==> config.mk <==
export PLATFORM = sky130hd
export DESIGN_NAME = pixel_luma_extract_debayer_core
export DESIGN_NICKNAME = d
export VERILOG_FILES = /design/src/rtl/pld_pkg.sv /design/src/rtl/pixel_luma_extract_debayer_core.sv
export SDC_FILE = /design/constraint.sdc
export NUM_CORES = 1
export LEC_CHECK = 0
export ABC_AREA = 1
export ABC_CLOCK_PERIOD_IN_PS = 7740
export BUFFER_PORTS_ARGS = -buffer_cell sky130_fd_sc_hd__buf_4
export CELL_PAD_IN_SITES_DETAIL_PLACEMENT = 1
export CELL_PAD_IN_SITES_GLOBAL_PLACEMENT = 2
export CORE_ASPECT_RATIO = 1.25
export CORE_MARGIN = 4
export CORE_UTILIZATION = 40
export DETAILED_ROUTE_END_ITERATION = 8
export GPL_ROUTABILITY_DRIVEN = 0
export PLACE_DENSITY_LB_ADDON = 0.1
export SETUP_SLACK_MARGIN = 0.4
export SLEW_MARGIN = 0
export SYNTH_ARGS = -nofsm -noshare
export SYNTH_HDL_FRONTEND = slang
export SYNTH_SLANG_ARGS = --single-unit
==> constraint.sdc <==
create_clock -name clk -period 7.74 [get_ports clk]
set_input_delay 1.161 -clock clk [delete_from_list [all_inputs] [get_ports clk]]
set_output_delay 1.161 -clock clk [all_outputs]
set_load 0.03 [all_outputs]
==> src/rtl/pld_pkg.sv <==
// types and constants for the pixel luma extractor with 3x3 bayer demosaic
// no dependencies; imported by pixel_luma_extract_debayer_core
package pld_pkg;

	// camera formats held in the pixel_format register
	typedef enum logic [2:0] {
		FMT_YUV422 = 3'd0,
		FMT_YUV444 = 3'd1,
		FMT_RGB8   = 3'd2,
		FMT_MONO16 = 3'd3,
		FMT_MONO8  = 3'd4
	} fmt_t;

	// bayer site codes after the bggr swap
	typedef enum logic [2:0] {
		SITE_PLAIN   = 3'd0,
		SITE_GREEN_R = 3'd4,
		SITE_RED     = 3'd5,
		SITE_GREEN_B = 3'd6,
		SITE_BLUE    = 3'd7
	} site_t;

	// configuration register indexes
	localparam int unsigned CFG_IDX_W  = 1;
	localparam int unsigned CFG_DATA_W = 3;
	localparam logic [CFG_IDX_W-1:0] REG_PIXEL_FORMAT = 1'd0;
	localparam logic [CFG_IDX_W-1:0] REG_BGGR_SWAP    = 1'd1;

	// reset values
	localparam logic [2:0] PIXEL_FORMAT_RST = 3'd4;

	// swap mask for bggr raw order
	localparam logic [2:0] BGGR_MASK = 3'b010;

	// weighted sums are at most 220 * 255, which fits 16 bits
	localparam int unsigned SUM_W  = 16;
	localparam int unsigned LUMA_W = 16;

	// bt.601 offset
	localparam logic [7:0] RGB_OFFSET = 8'd16;

endpackage

==> src/rtl/pixel_luma_extract_debayer_core.sv <==
// pixel luma extractor: yuv/rgb/mono16 luma and mono8 3x3 bayer kernels
// depends on pld_pkg for format, site and register codes
//
// One request carries a pixel with its eight 3x3 neighbours and a bayer site
// type; the block answers with one luma value, or with nothing when the
// configured format is unsupported (codes 5 to 7). yuv422/yuv444 pass the
// low byte of center, rgb8 gives 16 + (66R + 129G + 25B) / 256, mono16 passes
// the 16-bit center and mono8 applies a fixed-weight 3x3 kernel chosen by the
// site type (xored with 2 when bggr_swap is set), then divides by 256; other
// site types pass the centre byte. A request passes through the input
// register, the weighted sums and then the result register before its result
// is offered. A new request is taken every cycle while out_ready is high; the
// input register and the result register each hold one item, so a stalled
// result stops new requests only once the input register is full too.
// Configuration is written through cfg_we/cfg_index/cfg_data and must only
// change while no request is in flight.
module pixel_luma_extract_debayer_core (
	input  logic                                clk,
	input  logic                                arst_n,
	// configuration write port
	input  logic                                cfg_we,
	input  logic [pld_pkg::CFG_IDX_W-1:0]       cfg_index,
	input  logic [pld_pkg::CFG_DATA_W-1:0]      cfg_data,
	// request channel
	input  logic                                in_valid,
	output logic                                in_ready,
	input  logic [15:0]                         center,
	input  logic [7:0]                          green_in,
	input  logic [7:0]                          blue_in,
	input  logic [7:0]                          west,
	input  logic [7:0]                          east,
	input  logic [7:0]                          north,
	input  logic [7:0]                          south,
	input  logic [7:0]                          north_west,
	input  logic [7:0]                          north_east,
	input  logic [7:0]                          south_west,
	input  logic [7:0]                          south_east,
	input  logic [2:0]                          site_type,
	// result channel
	output logic                                out_valid,
	input  logic                                out_ready,
	output logic [pld_pkg::LUMA_W-1:0]          luma
);
	import pld_pkg::*;

	// configuration registers
	logic [2:0] pixel_format_q;
	logic       bggr_swap_q;

	// input register
	logic        valid_s1;
	logic [15:0] center_s1;
	logic [7:0]  green_s1, blue_s1;
	logic [7:0]  w_s1, e_s1, n_s1, s_s1, nw_s1, ne_s1, sw_s1, se_s1;
	logic [2:0]  site_s1;

	// result register
	logic              valid_s2;
	logic [LUMA_W-1:0] luma_s2;

	// handshake
	logic adv_s2;    // result register free or being emptied
	logic adv_s1;    // input register moves on this cycle
	logic take_in;   // request accepted

	// datapath
	logic [SUM_W-1:0]  c16, w16, e16, n16, s16, nw16, ne16, sw16, se16;
	logic [SUM_W-1:0]  g16, b16;
	logic [SUM_W-1:0]  rgb_sum, kern_sum;
	logic [2:0]        site_sw;
	logic [7:0]        kern_luma;
	logic [LUMA_W-1:0] luma_d;
	logic              has_result;

	// a stalled result only blocks the input register once it too is full
	assign adv_s2   = !valid_s2 || out_ready;
	assign adv_s1   = valid_s1 && adv_s2;
	assign in_ready = !valid_s1 || adv_s2;
	assign take_in  = in_valid && in_ready;

	// configuration writes, one register per index
	always_ff @(posedge clk or negedge arst_n) begin
		if (!arst_n) begin
			pixel_format_q <= PIXEL_FORMAT_RST;
			bggr_swap_q    <= 1'b0;
		end else if (cfg_we) begin
			case (cfg_index)
				REG_PIXEL_FORMAT: pixel_format_q <= cfg_data;
				REG_BGGR_SWAP:    bggr_swap_q    <= cfg_data[0];
				default:          ;
			endcase
		end
	end

	// input register: valid is control, payload loads on acceptance
	always_ff @(posedge clk or negedge arst_n) begin
		if (!arst_n) begin
			valid_s1 <= 1'b0;
		end else if (take_in) begin
			valid_s1 <= 1'b1;
		end else if (adv_s1) begin
			valid_s1 <= 1'b0;
		end
	end

	always_ff @(posedge clk) begin
		if (take_in) begin
			center_s1 <= center;
			green_s1  <= green_in;
			blue_s1   <= blue_in;
			w_s1      <= west;
			e_s1      <= east;
			n_s1      <= north;
			s_s1      <= south;
			nw_s1     <= north_west;
			ne_s1     <= north_east;
			sw_s1     <= south_west;
			se_s1     <= south_east;
			site_s1   <= site_type;
		end
	end

	// zero-extend the bytes to the sum width
	assign c16  = SUM_W'(center_s1[7:0]);
	assign g16  = SUM_W'(green_s1);
	assign b16  = SUM_W'(blue_s1);
	assign w16  = SUM_W'(w_s1);
	assign e16  = SUM_W'(e_s1);
	assign n16  = SUM_W'(n_s1);
	assign s16  = SUM_W'(s_s1);
	assign nw16 = SUM_W'(nw_s1);
	assign ne16 = SUM_W'(ne_s1);
	assign sw16 = SUM_W'(sw_s1);
	assign se16 = SUM_W'(se_s1);

	// bt.601 weighted sum; at most 220 * 255 so no overflow
	assign rgb_sum = c16 * 16'd66 + g16 * 16'd129 + b16 * 16'd25;

	// bggr raw order swaps red and blue rows
	assign site_sw = bggr_swap_q ? (site_s1 ^ BGGR_MASK) : site_s1;

	// per-site kernels, all weights summing to 220
	always_comb begin
		kern_sum = '0;
		case (site_sw)
			SITE_GREEN_B: kern_sum = c16 * 16'd129 + n16 * 16'd33 + s16 * 16'd33
				+ e16 * 16'd12 + w16 * 16'd13;
			SITE_GREEN_R: kern_sum = c16 * 16'd129 + n16 * 16'd12 + s16 * 16'd13
				+ e16 * 16'd33 + w16 * 16'd33;
			SITE_RED: kern_sum = c16 * 16'd66 + w16 * 16'd32 + e16 * 16'd32
				+ n16 * 16'd32 + s16 * 16'd33 + se16 * 16'd6 + sw16 * 16'd6
				+ ne16 * 16'd6 + nw16 * 16'd7;
			SITE_BLUE: kern_sum = c16 * 16'd25 + w16 * 16'd32 + e16 * 16'd32
				+ n16 * 16'd32 + s16 * 16'd33 + se16 * 16'd16 + sw16 * 16'd16
				+ ne16 * 16'd17 + nw16 * 16'd17;
			default: kern_sum = c16 << 8;
		endcase
	end

	// divide by 256; plain sites come back as the centre byte
	assign kern_luma = kern_sum[15:8];

	// format selection
	always_comb begin
		luma_d     = '0;
		has_result = 1'b1;
		case (fmt_t'(pixel_format_q))
			FMT_YUV422, FMT_YUV444: luma_d = LUMA_W'(center_s1[7:0]);
			FMT_RGB8:   luma_d = LUMA_W'(rgb_sum[15:8]) + LUMA_W'(RGB_OFFSET);
			FMT_MONO16: luma_d = center_s1;
			FMT_MONO8:  luma_d = LUMA_W'(kern_luma);
			default:    has_result = 1'b0;
		endcase
	end

	// result register; unsupported formats are dropped here
	always_ff @(posedge clk or negedge arst_n) begin
		if (!arst_n) begin
			valid_s2 <= 1'b0;
		end else if (adv_s2) begin
			valid_s2 <= adv_s1 && has_result;
		end
	end

	always_ff @(posedge clk) begin
		if (adv_s1) begin
			luma_s2 <= luma_d;
		end
	end

	assign out_valid = valid_s2;
	assign luma      = luma_s2;

	// top byte is only used by mono16
	a_narrow_luma: assert property (@(posedge clk) disable iff (!arst_n)
		out_valid && (pixel_format_q != FMT_MONO16) |-> luma[15:8] == 8'd0)
		else $error("luma top byte set outside mono16");

	// rgb luma lies in the bt.601 range
	a_rgb_range: assert property (@(posedge clk) disable iff (!arst_n)
		out_valid && (pixel_format_q == FMT_RGB8) |-> (luma >= 16'd16) && (luma <= 16'd235))
		else $error("rgb luma out of range");

	// an unsupported format never yields a result
	a_drop_unsupported: assert property (@(posedge clk) disable iff (!arst_n)
		adv_s1 && !has_result |=> !out_valid)
		else $error("result produced for unsupported format");

	// input register cannot be overwritten while holding an item
	a_no_overwrite: assert property (@(posedge clk) disable iff (!arst_n)
		valid_s1 && !adv_s2 |-> !in_ready)
		else $error("input register overwritten");

endmodule
==> impl_metrics.tcl <==
set metrics [dict create \
    yosysUniqueCellTypes 40 \
    final_common_cell "inv_1" \
    outcome "complete, no violations" \
    cts_hold_buffers 0 \
    wl_per_cell_um 21.15 \
    finalHoldViolations 0 \
    layout_common_cells "637 x inv_1, 361 x ha_1, 322 x nand2_1, 277 x fa_1, 145 x buf_4" \
    antenna_cells 0 \
    grt_pass1_vias 16830 \
    r2r_start "s_s1[5]" \
    syn_area_um2 19800 \
    yosysWarnings 0 \
    routed-via-count 14780 \
    worst_path_largest_cell_delay_ns 0.55 \
    grt-ovfl-total 0 \
    num_io_pins 126 \
    synth_area_leaders "fa_1 28%, ha_1 23%, edfxtp_1 17%, inv_1 12%, nand2_1 6.1%" \
    dieHeight_um 256.8 \
    slew_violations 0 \
    dpl.hpwl_um 56080 \
    synthesis.nets 2914 \
    setup_violations 0 \
    drive_gt1_share_pct 9.130 \
    cts_buffers 17 \
    max_cap_viol_count 0 \
    rows 90 \
    die_area_um2 53150 \
    finalCritPeriodShare_pct 88.73 \
    path_clk_slew_ns 0.06 \
    grt_antenna_before_repair 2 \
    yosysSeqAreaShare_pct 18.21 \
    final.min_clock_period_ns 6.868 \
    chipWidth_um 207 \
    place_ws_ns 0.6803 \
    cts_tree "done" \
    min_path_type "input pin to async pin" \
    fin_skew_ns 0.01996 \
    htreeDepth 4 \
    synth-seq-cells 121 \
    cts-root-buf "clkbuf_16" \
    core_area_um2 48650 \
    clock_path_buffers 2 \
    avgSynthCellArea_um2 9.133 \
    synth_top_cell_area_share_pct 28.01 \
    port_buffers 125 \
    cp.required_ns 7.96 \
    r2r_cells 31 \
    nFillCells 5764 \
    crit_top_cell "nand2_1" \
    dr.pass1.iters 5 \
    critPathKind "register to register" \
    fin_util_pct 45.88 \
    netlist_instances 2168 \
    crit_slowest_cell "edfxtp_1" \
    grt_usage_pct 24.30 \
    drc 0 \
    detail_route.iter0.violations 470 \
    tightestPinTransition_ns 0.9243 \
    rsz0062_at_grt "no" \
    path_delay_family "adder cells" \
    synth_top_area_cell "fa_1" \
    end_kind "register" \
    crit_buf_inv 6 \
    nNetsFinal 3078 \
    antenna_left 0 \
    grt_pass1_wl_um 97020 \
    fmax_mhz 145.6 \
    grt_max_degree 63 \
    initial_core_util_pct 40.70 \
    relSlewSlack_pct 38.38 \
    clock_sinks 121 \
    cp-startpoint "s_s1[5]" \
    finalSetupTns_ns 0 \
    arrival_ns 7.09 \
    crit_fanout 7 \
    clock_latency_ns 0.48 \
    setup_ws_ns 0.8721 \
    routed_via_density 4.946 \
    cp-start-kind "register" \
    area_delta_synth_final_pct 12.73 \
    wl_um 63200 \
    cp_num_cells 31 \
]
-- timing repair --
action,CTS,global route
setup endpoints to repair,0,2
buffers inserted,0,3
resized for setup,0,3
-- synthesized netlist by cell type (all sizes together) --
cell / count
and2: 4
o31ai: 1
a31oi: 1
clkinv: 4
o21ai: 38
xor2: 31
xnor2: 18
and3: 2
nand3: 102
nand2: 324
nor3: 14
o22ai: 3
a21o: 12
nor2: 79
a21boi: 3
o21bai: 9
fa: 277
a21oi: 80
dfstp: 1
nor3b: 1
dfrtp: 5
edfxtp: 115
nor4: 1
nand4: 11
or2: 8
nand3b: 10
o21a: 2
ha: 361
inv: 651
-- path summary, 6_finish.rpt --
path,to,slack [ns]
setup reg to reg,luma[6],0.87
min in group clk,pixel_format_q[2],0.52
max in group asynchronous,pixel_format_q[2],7.04
hold / removal,pixel_format_q[0],0.50
hold reg to reg,pixel_format_q[2],0.52
setup / recovery,luma[6],0.87
-- metrics by stage --
stage,hold WS (ns),cells,instance area [um2]
floorplan,0.4802,2168,19800
global placement,0.5014,2954,21680
detailed placement,0.5114,2954,21680
CTS,0.4648,2985,22280
global route,0.4783,2988,22320
finish,0.4969,2988,22320
-- per-layer routing --
metal	GRT usage [%]	routed length, um
met3	3.093	1848
met5	0	13
met2	43.98	33030
met4	12.29	3502
met1	28.18	24810
-- registers in the layout, indices dropped and copies added, names as in the netlist --
name and cells:
e_s1 8, n_s1 8, out_valid 1, w_s1 8, sw_s1 8, blue_s1 8, valid_s1 1, luma 16
site_s1 3, center_s1 16, pixel_format_q 3, bggr_swap_q 1, s_s1 8, ne_s1 8, green_s1 8, se_s1 8
nw_s1 8
-- cells by family after synthesis --
kind of cell               synth area share, %
buffers and inverters                    12.42
adders and majority gates                50.82
and+or+nand+nor                          12.10
AOI/OAI and AO/OA                        4.215
DFF                                      18.21
xor gates and xnor gates                 2.243
-- final cells by class --
type                    instances  area [um2]  share of cell area [%]
clock buffers                  17       425.4                   1.906
well taps                     644       805.8                   3.610
inverters                     655        2461                   11.03
multi-input cells            1392       13760                   61.66
clock inverters                14       171.4                  0.7680
flip-flops and latches        121        3605                   16.15
repair buffers                145        1089                   4.877
Power is left out: the tool's default activity adds up to more than one toggle a clock period on the data nets, which glitch-free logic cannot reach.
